### src/rtl/assert_macros.svh
// Assertion macros for the core RTL file.
`ifndef ASSERT_MACROS_SVH
`define ASSERT_MACROS_SVH

// Clocked assertion with explicit clock and active-low reset.
`define ASSERT_CLKRST(lbl, clk, rst_n, prop, msg) \
    lbl: assert property (@(posedge clk) disable iff (!rst_n) prop) else $error(msg);

// Clocked assertion on the block's own clock and reset.
`define ASSERT_P(lbl, prop, msg) \
    `ASSERT_CLKRST(lbl, i_clk, i_rst_n, prop, msg)

`endif

### src/rtl/usbep0_pkg.sv
// Package: codes, types and constants for the EP0 control-transfer sequencer.
`default_nettype none

package usbep0_pkg;

    // Event kinds carried on the input tuser.
    typedef enum logic [1:0] {
        EV_BUS_RESET = 2'd0,
        EV_SETUP     = 2'd1,
        EV_IN_DONE   = 2'd2,
        EV_OUT_DONE  = 2'd3
    } t_event;

    // Commands to the endpoint.
    typedef enum logic [1:0] {
        ACT_NONE  = 2'd0,
        ACT_TX    = 2'd1,
        ACT_RX    = 2'd2,
        ACT_STALL = 2'd3
    } t_action;

    // Transmit data source.
    typedef enum logic [1:0] {
        SRC_NONE   = 2'd0,
        SRC_STATUS = 2'd1,
        SRC_DESC   = 2'd2,
        SRC_CONFIG = 2'd3
    } t_source;

    // Control-transfer phases.
    typedef enum logic [2:0] {
        PH_WAIT_SETUP = 3'd0,
        PH_TX         = 3'd1,
        PH_RX         = 3'd2,
        PH_WAIT_STS   = 3'd3,
        PH_SEND_STS   = 3'd4,
        PH_ERROR      = 3'd5
    } t_phase;

    // Standard request codes.
    localparam logic [7:0] REQ_GET_STATUS     = 8'd0;
    localparam logic [7:0] REQ_SET_ADDRESS    = 8'd5;
    localparam logic [7:0] REQ_GET_DESCRIPTOR = 8'd6;
    localparam logic [7:0] REQ_GET_CONFIG     = 8'd8;
    localparam logic [7:0] REQ_SET_CONFIG     = 8'd9;
    localparam logic [7:0] REQ_SYNCH_FRAME    = 8'd12;

    // Recipients.
    localparam logic [4:0] RCP_DEVICE    = 5'd0;
    localparam logic [4:0] RCP_INTERFACE = 5'd1;
    localparam logic [4:0] RCP_ENDPOINT  = 5'd2;

    // Field widths.
    localparam int LEN_W   = 16;
    localparam int PKT_W   = 10;
    localparam int ADDR_W  = 7;
    localparam int CFG_W   = 8;
    localparam int SHIFT_W = 3;

    localparam logic [LEN_W-1:0]   LEN_STATUS   = 16'd2;
    localparam logic [LEN_W-1:0]   LEN_CONFIG   = 16'd1;
    localparam logic [LEN_W-1:0]   LEN_SETUP_RX = 16'd8;
    localparam logic [SHIFT_W-1:0] SHIFT_MIN    = 3'd3;
    localparam logic [SHIFT_W-1:0] SHIFT_MAX    = 3'd6;
    localparam logic [SHIFT_W-1:0] SHIFT_RESET  = 3'd6;
    localparam logic [PKT_W-1:0]   PKT_MAX      = 10'd1023;

    // One result item.
    typedef struct packed {
        logic [CFG_W-1:0]  config_value;
        logic [ADDR_W-1:0] device_address;
        t_phase            ctrl_phase;
        t_source           data_source;
        logic [PKT_W-1:0]  packet_count;
        logic [LEN_W-1:0]  xfer_length;
        t_action           action;
    } t_result;

endpackage

`default_nettype wire

### src/rtl/usb_ep0_control_transfer_fsm_core.sv
// Top level: USB endpoint-zero control-transfer sequencer.
//
// Usage:
//   Events enter on the s_axis channel: tuser holds the event kind (bus
//   reset, setup received, IN complete, OUT complete), tdata holds the setup
//   fields, the descriptor length and the OUT byte count. Each event yields
//   exactly one result on the m_axis channel: a command (none, transmit,
//   receive, stall), byte and packet counts, the transmit data source, the
//   phase after the event, and the current device address and configuration.
//   The result passes through the input register and then the decode into
//   the result register. Throughput is one item per cycle while the receiver
//   takes each result; the state registers are the only loop and they close
//   through the decode logic. If the receiver stalls, the result register
//   holds and the input register still takes one more item; after that
//   s_axis_tready drops until the result is taken. Reset (synchronous,
//   active low) empties both registers, returns the phase to waiting for
//   setup, clears address and configuration and sets the packet size
//   register to 64 bytes. The user must write the packet size through
//   i_ep0_size_log2_we / i_ep0_size_log2 only while no item is in flight;
//   the block itself does not enforce this.
`default_nettype none

module usb_ep0_control_transfer_fsm_core
    import usbep0_pkg::*;
(
    input  wire logic                 i_clk,
    input  wire logic                 i_rst_n,
    // packet size register write
    input  wire logic                 i_ep0_size_log2_we,
    input  wire logic [SHIFT_W-1:0]   i_ep0_size_log2,
    // event input
    input  wire logic                 s_axis_tvalid,
    output logic                      s_axis_tready,
    // [7:0] bm_request_type, [15:8] b_request, [31:16] w_value,
    // [47:32] w_length, [63:48] descriptor_length, [79:64] rx_count
    input  wire logic [79:0]          s_axis_tdata,
    // [1:0] event kind (t_event)
    input  wire logic [1:0]           s_axis_tuser,
    // result output
    output logic                      m_axis_tvalid,
    input  wire logic                 m_axis_tready,
    // [1:0] action, [17:2] xfer_length, [27:18] packet_count,
    // [29:28] data_source, [32:30] ctrl_phase, [39:33] device_address,
    // [47:40] config_value
    output logic [47:0]               m_axis_tdata
);

    // ---------------------------------------------------------------
    // Registers
    // ---------------------------------------------------------------
    logic                 r_in_vld;
    logic [79:0]          r_in_data;
    t_event               r_in_ev;
    logic                 r_out_vld;
    t_result              r_out;

    logic [SHIFT_W-1:0]   r_size_log2;
    t_phase               r_phase;
    logic [LEN_W-1:0]     r_tx_length;
    logic [LEN_W-1:0]     r_saved_wlen;
    logic                 r_zlp_sent;
    logic [ADDR_W-1:0]    r_address;
    logic [CFG_W-1:0]     r_config;

    // next-state values
    t_phase               n_phase;
    logic [LEN_W-1:0]     n_tx_length;
    logic [LEN_W-1:0]     n_saved_wlen;
    logic                 n_zlp_sent;
    logic [ADDR_W-1:0]    n_address;
    logic [CFG_W-1:0]     n_config;
    t_result              n_out;

    logic                 w_adv;

    // input register fields
    logic [7:0]           w_bm;
    logic [7:0]           w_breq;
    logic [LEN_W-1:0]     w_wval;
    logic [LEN_W-1:0]     w_wlen;
    logic [LEN_W-1:0]     w_dlen;
    logic [LEN_W-1:0]     w_rx;

    // packet size
    logic [SHIFT_W-1:0]   w_shift;
    logic [6:0]           w_mask;

    // setup decode
    logic                 w_std_ok;
    logic [LEN_W-1:0]     w_req_len;
    t_source              w_req_src;
    logic                 w_set_addr;
    logic                 w_set_cfg;
    logic [LEN_W-1:0]     w_trim_len;

    // command before packet count
    t_action              w_act;
    logic [LEN_W-1:0]     w_len;
    t_source              w_src;
    logic [LEN_W:0]       w_round;
    logic [LEN_W:0]       w_quot;
    logic [PKT_W-1:0]     w_pkts;

    // result checks
    logic                 w_out_stall;
    logic                 w_out_empty_cmd;
    logic                 w_out_counts;
    logic                 w_out_has_src;
    logic                 w_out_tx_data;

    assign w_bm   = r_in_data[7:0];
    assign w_breq = r_in_data[15:8];
    assign w_wval = r_in_data[31:16];
    assign w_wlen = r_in_data[47:32];
    assign w_dlen = r_in_data[63:48];
    assign w_rx   = r_in_data[79:64];

    // result register frees up when empty or being taken
    assign w_adv         = !r_out_vld || m_axis_tready;
    assign s_axis_tready = !r_in_vld || w_adv;

    // clamp packet size to 8..64 bytes
    always_comb begin
        if (r_size_log2 < SHIFT_MIN) begin
            w_shift = SHIFT_MIN;
        end else if (r_size_log2 > SHIFT_MAX) begin
            w_shift = SHIFT_MAX;
        end else begin
            w_shift = r_size_log2;
        end
    end
    assign w_mask = 7'((7'd1 << w_shift) - 7'd1);

    // standard request decode by recipient
    always_comb begin
        w_std_ok   = 1'b0;
        w_req_len  = '0;
        w_req_src  = SRC_NONE;
        w_set_addr = 1'b0;
        w_set_cfg  = 1'b0;
        if (w_bm[4:0] == RCP_DEVICE) begin
            case (w_breq)
                REQ_GET_STATUS: begin
                    w_std_ok  = 1'b1;
                    w_req_len = LEN_STATUS;
                    w_req_src = SRC_STATUS;
                end
                REQ_SET_ADDRESS: begin
                    w_std_ok   = 1'b1;
                    w_set_addr = 1'b1;
                end
                REQ_GET_DESCRIPTOR: begin
                    w_std_ok  = (w_dlen != '0);
                    w_req_len = w_dlen;
                    w_req_src = SRC_DESC;
                end
                REQ_GET_CONFIG: begin
                    w_std_ok  = 1'b1;
                    w_req_len = LEN_CONFIG;
                    w_req_src = SRC_CONFIG;
                end
                REQ_SET_CONFIG: begin
                    w_std_ok  = 1'b1;
                    w_set_cfg = 1'b1;
                end
                default: begin
                    w_std_ok = 1'b0;
                end
            endcase
        end else if ((w_bm[4:0] == RCP_INTERFACE && w_breq == REQ_GET_STATUS) ||
                     (w_bm[4:0] == RCP_ENDPOINT && w_breq == REQ_SYNCH_FRAME)) begin
            w_std_ok  = 1'b1;
            w_req_len = LEN_STATUS;
            w_req_src = SRC_STATUS;
        end
        // vendor and class requests are never supported
        if (w_bm[6:5] != 2'b00) begin
            w_std_ok   = 1'b0;
            w_set_addr = 1'b0;
            w_set_cfg  = 1'b0;
        end
    end

    assign w_trim_len = (w_req_len > w_wlen) ? w_wlen : w_req_len;

    // phase update and command selection
    always_comb begin
        n_phase      = r_phase;
        n_tx_length  = r_tx_length;
        n_saved_wlen = r_saved_wlen;
        n_zlp_sent   = r_zlp_sent;
        n_address    = r_address;
        n_config     = r_config;
        w_act        = ACT_NONE;
        w_len        = '0;
        w_src        = SRC_NONE;
        case (r_in_ev)
            EV_BUS_RESET: begin
                n_phase      = PH_WAIT_SETUP;
                n_tx_length  = '0;
                n_saved_wlen = '0;
                n_zlp_sent   = 1'b0;
                n_address    = '0;
                n_config     = '0;
            end
            EV_SETUP: begin
                n_saved_wlen = w_wlen;
                n_zlp_sent   = 1'b0;
                if (!w_std_ok) begin
                    n_phase = PH_ERROR;
                    w_act   = ACT_STALL;
                end else begin
                    if (w_set_addr) begin
                        n_address = w_wval[ADDR_W-1:0];
                    end
                    if (w_set_cfg) begin
                        n_config = w_wval[CFG_W-1:0];
                    end
                    if (w_bm[7]) begin
                        if (w_trim_len != '0) begin
                            n_phase     = PH_TX;
                            n_tx_length = w_trim_len;
                            w_act       = ACT_TX;
                            w_len       = w_trim_len;
                            w_src       = w_req_src;
                        end else begin
                            n_phase = PH_WAIT_STS;
                            w_act   = ACT_RX;
                        end
                    end else begin
                        if (w_trim_len != '0) begin
                            n_phase = PH_RX;
                            w_act   = ACT_RX;
                            w_len   = w_trim_len;
                        end else begin
                            n_phase     = PH_SEND_STS;
                            n_tx_length = '0;
                            w_act       = ACT_TX;
                        end
                    end
                end
            end
            EV_IN_DONE: begin
                if (r_phase == PH_TX) begin
                    // short reply ending on a packet boundary: one zero-length packet
                    if (!r_zlp_sent && r_tx_length < r_saved_wlen &&
                        (r_tx_length[6:0] & w_mask) == '0) begin
                        n_zlp_sent = 1'b1;
                        w_act      = ACT_TX;
                    end else begin
                        n_phase = PH_WAIT_STS;
                        w_act   = ACT_RX;
                    end
                end else if (r_phase == PH_SEND_STS) begin
                    n_phase = PH_WAIT_SETUP;
                end else begin
                    n_phase = PH_ERROR;
                    w_act   = ACT_STALL;
                end
            end
            EV_OUT_DONE: begin
                if (r_phase == PH_RX) begin
                    n_phase     = PH_SEND_STS;
                    n_tx_length = '0;
                    w_act       = ACT_TX;
                end else if (r_phase == PH_WAIT_STS && w_rx == '0) begin
                    n_phase = PH_WAIT_SETUP;
                    w_act   = ACT_RX;
                    w_len   = LEN_SETUP_RX;
                end else begin
                    n_phase = PH_ERROR;
                    w_act   = ACT_STALL;
                end
            end
            default: begin
                n_phase = r_phase;
            end
        endcase
    end

    // packet count: ceil(len / size), 1 for zero length, saturated; 0 for none or stall
    assign w_round = {1'b0, w_len} + {10'd0, w_mask};
    assign w_quot  = w_round >> w_shift;
    always_comb begin
        if (w_act != ACT_TX && w_act != ACT_RX) begin
            w_pkts = '0;
        end else if (w_len == '0) begin
            w_pkts = PKT_W'(1);
        end else if (w_quot > {7'd0, PKT_MAX}) begin
            w_pkts = PKT_MAX;
        end else begin
            w_pkts = w_quot[PKT_W-1:0];
        end
    end

    always_comb begin
        n_out.action         = w_act;
        n_out.xfer_length    = w_len;
        n_out.packet_count   = w_pkts;
        n_out.data_source    = w_src;
        n_out.ctrl_phase     = n_phase;
        n_out.device_address = n_address;
        n_out.config_value   = n_config;
    end

    // ---------------------------------------------------------------
    // State and registered outputs
    // ---------------------------------------------------------------
    always_ff @(posedge i_clk) begin
        if (!i_rst_n) begin
            r_in_vld     <= 1'b0;
            r_out_vld    <= 1'b0;
            r_size_log2  <= SHIFT_RESET;
            r_phase      <= PH_WAIT_SETUP;
            r_tx_length  <= '0;
            r_saved_wlen <= '0;
            r_zlp_sent   <= 1'b0;
            r_address    <= '0;
            r_config     <= '0;
        end else begin
            if (i_ep0_size_log2_we) begin
                r_size_log2 <= i_ep0_size_log2;
            end
            if (s_axis_tready) begin
                r_in_vld  <= s_axis_tvalid;
                r_in_data <= s_axis_tdata;
                r_in_ev   <= t_event'(s_axis_tuser);
            end
            if (w_adv) begin
                r_out_vld <= r_in_vld;
                if (r_in_vld) begin
                    r_phase      <= n_phase;
                    r_tx_length  <= n_tx_length;
                    r_saved_wlen <= n_saved_wlen;
                    r_zlp_sent   <= n_zlp_sent;
                    r_address    <= n_address;
                    r_config     <= n_config;
                    r_out        <= n_out;
                end
            end
        end
    end

    assign m_axis_tvalid = r_out_vld;
    assign m_axis_tdata  = r_out;

    // ---------------------------------------------------------------
    // Assertions
    // ---------------------------------------------------------------
    assign w_out_stall     = r_out_vld && r_out.action == ACT_STALL;
    assign w_out_empty_cmd = r_out_vld &&
                             (r_out.action == ACT_NONE || r_out.action == ACT_STALL);
    assign w_out_counts    = r_out.packet_count != '0 || r_out.xfer_length != '0;
    assign w_out_has_src   = r_out_vld && r_out.data_source != SRC_NONE;
    assign w_out_tx_data   = r_out.action == ACT_TX && r_out.xfer_length != '0;

`include "assert_macros.svh"

    `ASSERT_P(a_stall_is_error, w_out_stall |-> r_out.ctrl_phase == PH_ERROR, "stall phase")
    `ASSERT_P(a_idle_cmd_no_count, w_out_empty_cmd |-> !w_out_counts, "counts on empty command")
    `ASSERT_P(a_source_only_tx, w_out_has_src |-> w_out_tx_data, "source without transmit")
    `ASSERT_P(a_item_moves_out, w_adv && r_in_vld |=> r_out_vld, "item lost between stages")

endmodule

`default_nettype wire
### config.mk
export PLATFORM = sky130hd
export DESIGN_NAME = usb_ep0_control_transfer_fsm_core
export DESIGN_NICKNAME = d
export VERILOG_FILES = /design/src/rtl/usbep0_pkg.sv /design/src/rtl/usb_ep0_control_transfer_fsm_core.sv
export VERILOG_INCLUDE_DIRS = /design/src /design/src/rtl
export SDC_FILE = /design/constraint.sdc
export NUM_CORES = 1
export LEC_CHECK = 0
export BUFFER_PORTS_ARGS = -buffer_cell sky130_fd_sc_hd__buf_4
export CORE_ASPECT_RATIO = 1.1
export CORE_MARGIN = 1
export CORE_UTILIZATION = 44
export CTS_CLUSTER_DIAMETER = 150
export CTS_CLUSTER_SIZE = 40
export DETAILED_ROUTE_END_ITERATION = 8
export SLEW_MARGIN = 20
export SYNTH_ARGS = -nofsm -noshare
export SYNTH_HDL_FRONTEND = slang
export SYNTH_SLANG_ARGS = --single-unit
### constraint.sdc
create_clock -name i_clk -period 9.1 [get_ports i_clk]
set_input_delay 0.91 -clock i_clk [delete_from_list [all_inputs] [get_ports i_clk]]
set_output_delay 0.91 -clock i_clk [all_outputs]
set_load 0.02 [all_outputs]
==> results.md <==
- The flow ran to the end, and the final reports show no timing, DRC or antenna violations.
- The summed instance area of the synthesized netlist is 8820 µm².
- The slew at the pin with the worst max-slew slack is 0.934 ns.
- The post-cts hold buffer count is 0.
- Across the VDD grid, the largest voltage drop is 0.000142 V.
- The tree built by TritonCTS fans out to 178 sinks.
- The total I/O pin count is 140.
- The CTS tree is done.
- STA classifies the critical path startpoint as a flip-flop.
- The hold violation count in the final report is 0.
- The latest clock arrival within the worst-skew pair is 0.45 ns.
- The total wirelength of the detailed-routed design is 21.4 mm.
- The total design power is 1770 µW.
- The signal on the critical path passes through or4_1, nor3b_4, and3_1, ha_1, nand4_1, nor4_1, a21bo_2, a31oi_4, buf_4, mux2i_1, nor3_1, o21a_1, ha_1, o21ai_0, o21ai_0, and2_1, nand4_1, mux2i_2, xor2_1, o22a_1, nand2_1, o211ai_2, a21bo_1.
- The post-cts sizing count is 0.
- The number of placed instances, taps included is 1152.
- The worst hold path belongs to the class flip-flop to flip-flop.
- The final worst clock skew is 0.0190 ns.
- The tool flagged a number of max-cap violations equal to 0.
- The normalized max-slew margin is 37.7%.
- The number of antenna violations at the first check in global routing is 0.
- The width of the chip is 137 µm.
- STA puts the critical path data required time at 9.29 ns.
- Timing would allow up to 0.136 GHz.
- The clock transition time at the flip-flop clock pins of the worst setup and hold paths is 0.07 ns.
- The maximum net fanout on the critical path is 34.
- The length of the first detailed-routing pass in iterations is 4.
- The number of buffers inserted by post-CTS setup repair is 0.
- The slowest stage of the critical path is the sky130_fd_sc_hd__or4_1 cell.
- The smallest hold slack is 0.459 ns.
- The power density normalized to cell area is 167 nW/µm².
- The synthesized instance count is 799.
- The final-layout fill cell count is 1742.
- Measured along the y axis, the die boundary spans 150 µm.
- The final worst-path cycle share is 80.8%.
- The placement row count is 53.
- The final HPWL from detailed placement is 16.3 mm.
- The total leakage power is 0.00399 µW.
- Across all layers, the routed design uses 6604 vias.
- The share of synthesized registers carrying an async set or reset is 0%.
- Adding up every negative setup slack in the final design gives 0 ns.
- Setup repair after global routing left no endpoint under its margin.
- The clock root buffer is sky130_fd_sc_hd__clkbuf_16.
- The post-route netlist has 20.6% of its cells at a drive strength greater than 1.
- The endpoint arrival time on the critical path is 7.55 ns.
- The count of buffers added on input and output ports is 131.
- The via count of the first global-routing pass came to 6374.
- The delay of the slowest critical-path stage is 0.71 ns.
- The number of pins with negative max-slew slack in the final report is 0.
- STA classifies the critical path endpoint as a flip-flop.
- In this run the mean area of a mapped cell was 11.0 µm².
- The initial cell density of the core is 45.5%.
- The final-report setup violation count is 0.
- The average wire per standard cell is 18.1 µm.
- The register bit count reported by yosys is 178.
- The final critical-path required period is 7.36 ns.
- The post-layout net count is 1057.
- In this run, synthesis inferred 122 flip-flops with an integrated enable.
- The total of warnings raised by yosys is 0.
- The core region is 19400 µm².
- The final instance count without filler cells is 1184.
- The post-route DRC violation count is 0.
- The number of buffers inserted during clock tree synthesis is 17.
- The first-iteration detailed-routing DRC count is 379.
- The wire length of the first global-routing pass is 33.5 mm.
- The floorplan step defined a die boundary enclosing 20600 µm².
- The largest net degree at the start of global routing is 75.
- The number of antenna diodes in the final layout is 0.
- The maximum buffer depth of the clock tree is 2.
- The number of nets still failing antenna checks after routing is 0.
- In the synthesized netlist the dominant register cell turns out to be sky130_fd_sc_hd__edfxtp_1.
- The library cells used most frequently in the layout, excluding fill and tap cells, are sky130_fd_sc_hd__buf_4, sky130_fd_sc_hd__edfxtp_1, sky130_fd_sc_hd__nor2_1.
- Global routing finished with a remaining overflow of 0.
- The category of the critical setup timing path is flip-flop to flip-flop.
- The synthesized netlist contains 72 unique library cells.
- After synthesis, flip-flops and latches occupy 54.2% of the total area.
- The area growth from synthesis to layout is 20.2%.
- Routability-driven placement finished with a final weighted congestion of 0.856.
- The detail-routed via count per cell is 5.58.
- The H-tree was split into 4 levels.
- Leaving out fill and tap cells, the most frequent cell in the layout is sky130_fd_sc_hd__buf_4.
- The combined global-route utilization of all metal layers is 21.6%.
==> critical path, delay by kind of cell (launching register included) <==
| family | cells | cell delay, ns |
|---|---|---|
| simple gates | 9 | 2.65 |
| mux | 2 | 0.68 |
| flops | 1 | 0.36 |
| xor+xnor | 1 | 0.29 |
| fa+ha+maj | 2 | 0.52 |
| buf+inv | 1 | 0.45 |
| compound gates | 8 | 2.15 |
==> worst paths after layout <==
kind,slack (ns),from,depth (start not counted),end
max,1.74,r_in_data[13]$_DFFE_PP_,23,m_axis_tdata[23]$_SDFFCE_PP0P_
min,0.46,r_saved_wlen[6]$_SDFFE_PN0P_,2,r_saved_wlen[6]$_SDFFE_PN0P_
max reg2reg,1.74,r_in_data[13]$_DFFE_PP_,23,m_axis_tdata[23]$_SDFFCE_PP0P_
min reg2reg,0.46,r_saved_wlen[6]$_SDFFE_PN0P_,2,r_saved_wlen[6]$_SDFFE_PN0P_
==> final cells by class <==
class                           count  area, µm²  area share (%)
Sequential cell                   178       4780            45.1
Multi-Input combinational cell    548       3730            35.2
Timing Repair Buffer              137       1030            9.70
Clock buffer                       17        425            4.01
Tap cell                          247        309            2.92
Clock inverter                     15        164            1.55
Inverter                           42        158            1.49
==> cell usage after synthesis (2+ instances only) <==
| master | number | area [µm²] |
|---|---|---|
| sky130_fd_sc_hd__edfxtp_1 | 122 | 3660 |
| sky130_fd_sc_hd__nor2_1 | 59 | 221 |
| sky130_fd_sc_hd__dfxtp_1 | 56 | 1120 |
| sky130_fd_sc_hd__nand2_1 | 53 | 199 |
| sky130_fd_sc_hd__a21oi_1 | 50 | 250 |
| sky130_fd_sc_hd__ha_1 | 42 | 526 |
| sky130_fd_sc_hd__o21ai_0 | 41 | 205 |
| sky130_fd_sc_hd__inv_1 | 39 | 146 |
| sky130_fd_sc_hd__a22o_1 | 33 | 289 |
| sky130_fd_sc_hd__nor3_1 | 26 | 130 |
| sky130_fd_sc_hd__nor2b_1 | 24 | 150 |
| sky130_fd_sc_hd__mux2i_1 | 23 | 230 |
| sky130_fd_sc_hd__clkbuf_1 | 19 | 71.3 |
| sky130_fd_sc_hd__nand3_1 | 16 | 80.1 |
| sky130_fd_sc_hd__and3_1 | 15 | 93.8 |
| sky130_fd_sc_hd__nand4_1 | 12 | 75.1 |
| sky130_fd_sc_hd__a21o_1 | 11 | 82.6 |
| sky130_fd_sc_hd__nor4_1 | 11 | 68.8 |
| sky130_fd_sc_hd__buf_2 | 10 | 50.1 |
| sky130_fd_sc_hd__a211oi_1 | 8 | 60.1 |
| sky130_fd_sc_hd__and2_1 | 8 | 50.1 |
| sky130_fd_sc_hd__xor2_1 | 8 | 70.1 |
| sky130_fd_sc_hd__a31oi_1 | 7 | 43.8 |
| sky130_fd_sc_hd__nand2b_1 | 7 | 43.8 |
| sky130_fd_sc_hd__nor3_2 | 7 | 70.1 |
| sky130_fd_sc_hd__o21ai_1 | 7 | 35.0 |
| sky130_fd_sc_hd__xnor2_1 | 7 | 61.3 |
| sky130_fd_sc_hd__o211ai_1 | 6 | 45.0 |
| sky130_fd_sc_hd__or3_1 | 6 | 37.5 |
| sky130_fd_sc_hd__or4_1 | 5 | 37.5 |
| sky130_fd_sc_hd__and4_1 | 3 | 26.3 |
| sky130_fd_sc_hd__buf_6 | 3 | 33.8 |
| sky130_fd_sc_hd__clkinv_1 | 3 | 11.3 |
| sky130_fd_sc_hd__nor3b_1 | 3 | 22.5 |
| sky130_fd_sc_hd__o21a_1 | 3 | 22.5 |
| sky130_fd_sc_hd__a2111o_1 | 2 | 22.5 |
| sky130_fd_sc_hd__a22oi_1 | 2 | 15.0 |
| sky130_fd_sc_hd__conb_1 | 2 | 7.51 |
| sky130_fd_sc_hd__mux2_2 | 2 | 22.5 |
| sky130_fd_sc_hd__nor4b_1 | 2 | 17.5 |
| sky130_fd_sc_hd__o21ba_2 | 2 | 20.0 |
| sky130_fd_sc_hd__o21bai_1 | 2 | 15.0 |
| sky130_fd_sc_hd__o22a_1 | 2 | 17.5 |
| sky130_fd_sc_hd__o31ai_1 | 2 | 15.0 |
==> routing by layer <==
metal	vias to the layer above	GRT usage [%]	part of all wire [%]
li1	3228	-	-
met1	3180	29.1	47
met2	172	34.6	47
met3	24	3.33	3.6
met4	0	9.01	2.1
met5	-	0	0
==> logic make-up after synthesis <==
kind of cell,after synthesis,synth area share [%]
other,2,0.0852
AO/OA/AOI/OAI,194,15.1
multiplexers,26,3.02
flip-flops,178,54.2
adder cells (fa/ha/maj),43,6.19
buffers and inverters,75,3.59
XOR/XNOR,15,1.49
AND/OR/NAND/NOR,266,16.3
==> power by group <==
part           internal, µW  total [µW]  switching, µW
logic                  56.3         130           73.6
registers               897         923           26.1
clock network           368         721            353
total                  1320        1770            453
==> state kept, by name, summed over array words and instances, names as in the netlist, 3 cells and up <==
register      cells
r_in_data        72
m_axis_tdata     48
r_saved_wlen     16
r_tx_length      16
r_config          8
r_address         7
r_phase           3
r_size_log2       3
==> per-stage QoR <==
stage                     area [µm²]  setup slack [ns]  utilization, %
after CTS                      10600              1.73            54.7
after global placement         10000              1.91            51.7
final                          10600              1.74            54.7
after floorplan                 8830              2.72               -
after detailed placement       10000              1.76            51.7
after global routing           10600              1.23            54.7
Power figures use the tool's default switching activity.
